===== config.mk =====
export PLATFORM = sky130hd
export DESIGN_NAME = rssg_div
export DESIGN_NICKNAME = d
export VERILOG_FILES = /design/src/hdl/rssg_pkg.sv /design/src/hdl/rssg_div.sv
export SDC_FILE = /design/constraint.sdc
export NUM_CORES = 1
export LEC_CHECK = 0
export ABC_AREA = 1
export BUFFER_PORTS_ARGS = -buffer_cell sky130_fd_sc_hd__buf_4
export CORE_ASPECT_RATIO = 0.9
export CORE_MARGIN = 3
export CORE_UTILIZATION = 62
export CTS_BUF_LIST = sky130_fd_sc_hd__clkbuf_16
export CTS_CLUSTER_DIAMETER = 80
export DETAILED_ROUTE_END_ITERATION = 7
export PLACE_DENSITY = 0.86
export SLEW_MARGIN = 10
export SYNTH_ARGS = -nofsm -noshare
export SYNTH_HDL_FRONTEND = slang
export SYNTH_SLANG_ARGS = --single-unit

===== constraint.sdc =====
create_clock -name clk -period 5.5 [get_ports clk]
set_input_delay 1.375 -clock clk [delete_from_list [all_inputs] [get_ports clk]]
set_output_delay 1.375 -clock clk [all_outputs]
set_load 0.02 [all_outputs]

===== src/hdl/rssg_pkg.sv =====
// ---------------------------------------------------------------------------
// rssg_pkg
// Shared types and constants of the ramp/soak setpoint generator.
// ---------------------------------------------------------------------------
package rssg_pkg;

    localparam int NUM_TABLES_DEF   = 16;
    localparam int POINTS_DEF       = 8;

    localparam int TEMP_W           = 16;
    localparam int TIME_W           = 16;
    localparam int CNT_W            = 4;
    localparam int POINT_W          = TIME_W + TEMP_W;

    localparam int SLOPE_FRAC       = 7;
    localparam logic [TEMP_W-1:0] AMBIENT_RESET = 16'(25 << 2);

    // slope divider: |dtemp| << SLOPE_FRAC over |dtime|
    localparam int DIV_NUM_W        = TEMP_W + SLOPE_FRAC;
    localparam int DIV_DEN_W        = TIME_W;
    localparam int DIV_STEPS        = DIV_NUM_W;

    typedef enum logic [1:0] {
        MODE_QUERY = 2'd0,
        MODE_POINT = 2'd1,
        MODE_COUNT = 2'd2
    } mode_t;

    typedef enum logic [3:0] {
        ST_IDLE,
        ST_DECODE,
        ST_COUNT,
        ST_CHECK,
        ST_POINT,
        ST_SLOPE,
        ST_DIV,
        ST_MUL,
        ST_SUM,
        ST_EMIT
    } state_t;

    typedef struct packed {
        logic [1:0]        mode;
        logic [7:0]        table_sel;
        logic [2:0]        point_index;
        logic [TIME_W-1:0] point_time;
        logic [TEMP_W-1:0] point_temp;
        logic [CNT_W-1:0]  point_count;
        logic [TIME_W-1:0] query_time;
    } req_t;

    typedef struct packed {
        logic [TEMP_W-1:0] setpoint;
        logic              profile_done;
        logic [CNT_W-1:0]  segment_index;
    } rsp_t;

endpackage


===== src/hdl/rssg_div.sv =====
// ---------------------------------------------------------------------------
// rssg_div
// Signed truncating slope divider, restoring, one quotient bit per cycle.
// ---------------------------------------------------------------------------
module rssg_div
    import rssg_pkg::*;
(
    input  logic                 clk,
    input  logic                 rst_n,
    input  logic                 start,
    input  logic [DIV_NUM_W-1:0] num_mag,
    input  logic [DIV_DEN_W-1:0] den_mag,
    input  logic                 neg,
    output logic                 done,
    output logic [TEMP_W-1:0]    quot
);

    localparam int SW = $clog2(DIV_STEPS);

    logic                 busy_reg, busy_next;
    logic                 done_reg, done_next;
    logic [SW-1:0]        step_reg, step_next;
    logic [DIV_DEN_W-1:0] rem_reg, rem_next;
    logic [DIV_NUM_W-1:0] quo_reg, quo_next;
    logic [DIV_DEN_W-1:0] den_reg, den_next;
    logic                 neg_reg, neg_next;
    logic [DIV_DEN_W+1:0] diff;
    logic [DIV_NUM_W-1:0] quo_signed;

    always_comb
    begin
        busy_next = busy_reg;
        done_next = 1'b0;
        step_next = step_reg;
        rem_next  = rem_reg;
        quo_next  = quo_reg;
        den_next  = den_reg;
        neg_next  = neg_reg;
        diff      = {1'b0, rem_reg, quo_reg[DIV_NUM_W-1]} - {2'b00, den_reg};
        if (start)
        begin
            busy_next = 1'b1;
            step_next = '0;
            rem_next  = '0;
            quo_next  = num_mag;
            den_next  = den_mag;
            neg_next  = neg;
        end
        else if (busy_reg)
        begin
            // keep the trial remainder when the divisor fits
            if (!diff[DIV_DEN_W+1])
            begin
                rem_next = diff[DIV_DEN_W-1:0];
                quo_next = {quo_reg[DIV_NUM_W-2:0], 1'b1};
            end
            else
            begin
                rem_next = {rem_reg[DIV_DEN_W-2:0], quo_reg[DIV_NUM_W-1]};
                quo_next = {quo_reg[DIV_NUM_W-2:0], 1'b0};
            end
            step_next = step_reg + 1'b1;
            if (step_reg == SW'(DIV_STEPS - 1))
            begin
                busy_next = 1'b0;
                done_next = 1'b1;
            end
        end
    end

    always_ff @(posedge clk or negedge rst_n)
    begin
        if (!rst_n)
        begin
            busy_reg <= 1'b0;
            done_reg <= 1'b0;
            step_reg <= '0;
        end
        else
        begin
            busy_reg <= busy_next;
            done_reg <= done_next;
            step_reg <= step_next;
        end
    end

    always_ff @(posedge clk)
    begin
        rem_reg <= rem_next;
        quo_reg <= quo_next;
        den_reg <= den_next;
        neg_reg <= neg_next;
    end

    assign quo_signed = neg_reg ? (~quo_reg + 1'b1) : quo_reg;
    assign quot       = quo_signed[TEMP_W-1:0];
    assign done       = done_reg;

endmodule


==> summary.md <==
| Metric | Value |
|---|---|
| Non-filler cells, final | ~670 |
| Vias in the first global route | between 3,000 and 4,000 |
| Syn Inst Count | 520 |
| WS Path Type | reg -> out |
| Number of synthesized flops with an enable pin | 40 |
| GPL Wtd Cong | between 0.9 and 1 |
| Fraction of registers with async set/reset | between 10 and 15% |
| WL/cell | between 10 and 15 um |
| Core Rows | 27 |
| CTS sink cnt | 63 |
| Chip width | around 90 um |
| Crit path time final | ~3.7 ns |
| Clock Path Buffers | 2 |
| Share of cells above drive strength 1 | between 15 and 20% |
| Hold Crit Start | rem_reg[12] |
| CP Launch Type | flop |
| CP cell instances | inv_1, ha_1, inv_1, nor4_1, nand4_1, nand2_1, xor2_1, buf_4 |
| Largest net degree at the start of global routing | between 50 and 60 |
| Routed Antenna Nets | 0 |
| Nets | around 640 |
| Max incr delay on CP | about 0.46 ns |
| Initial DRC Count | 290 |
| Most used cell, CP | inv_1 |
| # port buffers | between 50 and 60 |
| Top cells by area, synth | edfxtp_1 (30%), nand2_1 (14%), inv_1 (8.8%), dfxtp_1 (7.9%), ha_1 (5.9%) |
| Placed inst area | ~0.0045 mm^2 |
| Min-Delay Path Class | reg -> reg |
| Height of the chip | about 83 um |
| Worst-Margin Slew | roughly 1.1 ns |
| Crit-path max FO | 3 |
| Buf+Inv Stages, Crit Path | 3 |
| Vias/cell | between 5 and 6 |
| Initial antenna violation count | 0 |
| Yosys warning total | 0 |
| Inserted Clock Buffers | 9 |
| Cts hold-fix bufs | 0 |
| Setup TNS | 0 ns |
| Max-cap viol count | 0 |
| Multi-input gate area in the final layout | roughly 0.0019 mm^2 |
| R2R setup slack | between 3 and 4 ns |
| Final Cycle Share | 67.1% |
| Worst hold stages | 2 |
| Reg2reg path depth | 3 |
| Synthesized Nets | between 500 and 600 |
| Mean Syn Cell Area | between 7 and 8 um^2 |
| Post-synthesis cell type count | 36 |
| Launch point of the worst path | quo_reg[0] |
| Worst rel slew slack | about 29% |
| Reg2reg end | step_reg[1] |
| Setup crit end kind | output pin |
| Utilization after layout | 77.0% |
| RSZ-0062 raised after global routing | no |
| Fillers | 461 |
| Initial core utilization | 64.9% |
| Area leader, netlist | edfxtp_1 |
| Clk Tree Root Cell | clkbuf_16 |
| Area share of the largest cell type after synthesis | about 30% |
| Placed Instances | 656 |
| CTS tree | yes |
| Reg2reg start | busy_reg |
| DR pass1 iterations | 5 |
| DR vias | 3,582 |
| Synthesized area | slightly above 0.004 mm^2 |
| Fmax | between 200 and 300 MHz |
| Skew final | 0.00608 ns |
| # setup viols final | 0 |
| First-pass GRT wire length | around 15,000 um |
| GRT overflow | 0 |
| P_leak | between 2 and 2.5 nW |
| Final Hold Fails | 0 |
| Hold path endpoint | rem_reg[12] |
| Detailed Place HPWL | 6670 um |
| Flip-flop and latch count after synthesis | 63 |
| Max reg flops | 23 |
| GRT Total Usage | between 20% and 30% |
| Crit path arrival time | 2.31 ns |
| Clk slew on worst S/H paths | around 0.050 ns |
| Clk Latency, worst-skew pair | ~0.33 ns |
| FF/Latch Area | between 0.0015 and 0.002 mm^2 |
| Slew Limit Fails | 0 |
| Ports | 60 |
| WP data required | 4.12 ns |
| Synth-to-Final Area Change | 18.8% |
| Setup Fix Bufs, Post-CTS | 0 |
| Status | finished, final reports clean |
| Crit-path slowest cell | nor4_1 |
| Antenna cells | 0 |
| H-tree Lvls | 3 |
| Core ar. | between 0.006 and 0.007 mm^2 |
| CTS resizes | 0 |
| Final WL | ~9300 um |
| Drt drc | 0 |
| Sequential share of the synthesized area | 42.1% |
| Delay-heaviest family, CP | simple AND/OR/NAND/NOR gates |
| Post-synth top cells | nand2_1 (154), inv_1 (94), nand3_1 (47), edfxtp_1 (40), o21ai_0 (29) |
| Power Dens Cells | roughly 410 mW/mm^2 |
| Post-route cell area | around 0.0048 mm^2 |
| Peak supply drop | around 0.23 mV |
| Primary FF master, synth | edfxtp_1 |
| Die area | 0.00751 mm^2 |
| Count leader, synth | nand2_1 |
-- logic make-up (layout without fill, tap and decap cells) --
logic type	after synthesis	after routing	synth area share (%)
AND/OR/NAND/NOR	259	259	29.5
adder cells (fa/ha/maj)	20	20	6.39
flip-flops	63	63	42.1
buffers and inverters	106	171	10.7
AO/OA/AOI/OAI	53	53	7.14
XOR/XNOR	19	19	4.13
-- through the flow --
stage                     hold WS [ns]  setup slack, ns  total power, mW
after floorplan                  0.433             2.48             1.26
after global placement           0.451             1.94             1.41
after detailed placement         0.459             1.75             1.44
after CTS                        0.475             1.84             1.96
after global routing             0.496             1.62             2.10
final                            0.476             1.81             1.96
-- report_power, final --
part	switching (mW)	total (mW)	internal [mW]	leakage [nW]
logic	0.507	0.816	0.310	1.67
clock network	0.213	0.517	0.304	0.124
registers	0.0474	0.628	0.581	0.641
total	0.768	1.96	1.19	2.44
-- routing by layer --
layer  global-route usage [%]  vias up  share of wire [%]
li1                         -     1790                  -
met1                     31.9     1630                 43
met2                     42.3      144                 48
met3                     6.88       18                6.8
met4                     9.04        0                2.0
met5                        0        -                  0
-- worst min-delay path, delay by kind of cell, from the launching register on --
kind	cells	cell delay (ns)
flops	1	0.32
simple gates	2	0.11
-- final cells by class --
type / count / area share, %
Clock buffer: 9 / 4.70
Inverter: 95 / 7.45
Tap cell: 87 / 2.27
Timing Repair Buffer: 60 / 9.41
Multi-Input combinational cell: 351 / 39.7
Sequential cell: 63 / 35.4
Clock inverter: 7 / 1.02
-- how the worst max path moves through the flow --
| stage | end | cells after the start |
|---|---|---|
| finish | quot[10] | 8 |
| global route | quot[12] | 9 |
| CTS | quot[10] | 8 |
| detailed placement | step_reg[1] | 4 |
| global placement | quo_reg[15] | 3 |
| floorplan | quot[10] | 7 |
-- layout by cell type (no fill, tap or decap), drive strengths merged --
cell type  instances
a31oi              3
nand3             57
o21ai             33
nand4              8
edfxtp            40
nand2            159
or2                2
buf               60
nor4               2
clkbuf             9
and2               3
inv               95
o211ai             1
nor3               3
a21oi             15
nand3b             3
dfrtp              7
o22ai              1
clkinvlp           4
clkinv             3
ha                19
xor2              14
fa                 1
xnor2              5
dfxtp             16
nor2              22
No activity file was read; power rests on OpenSTA's default activity.
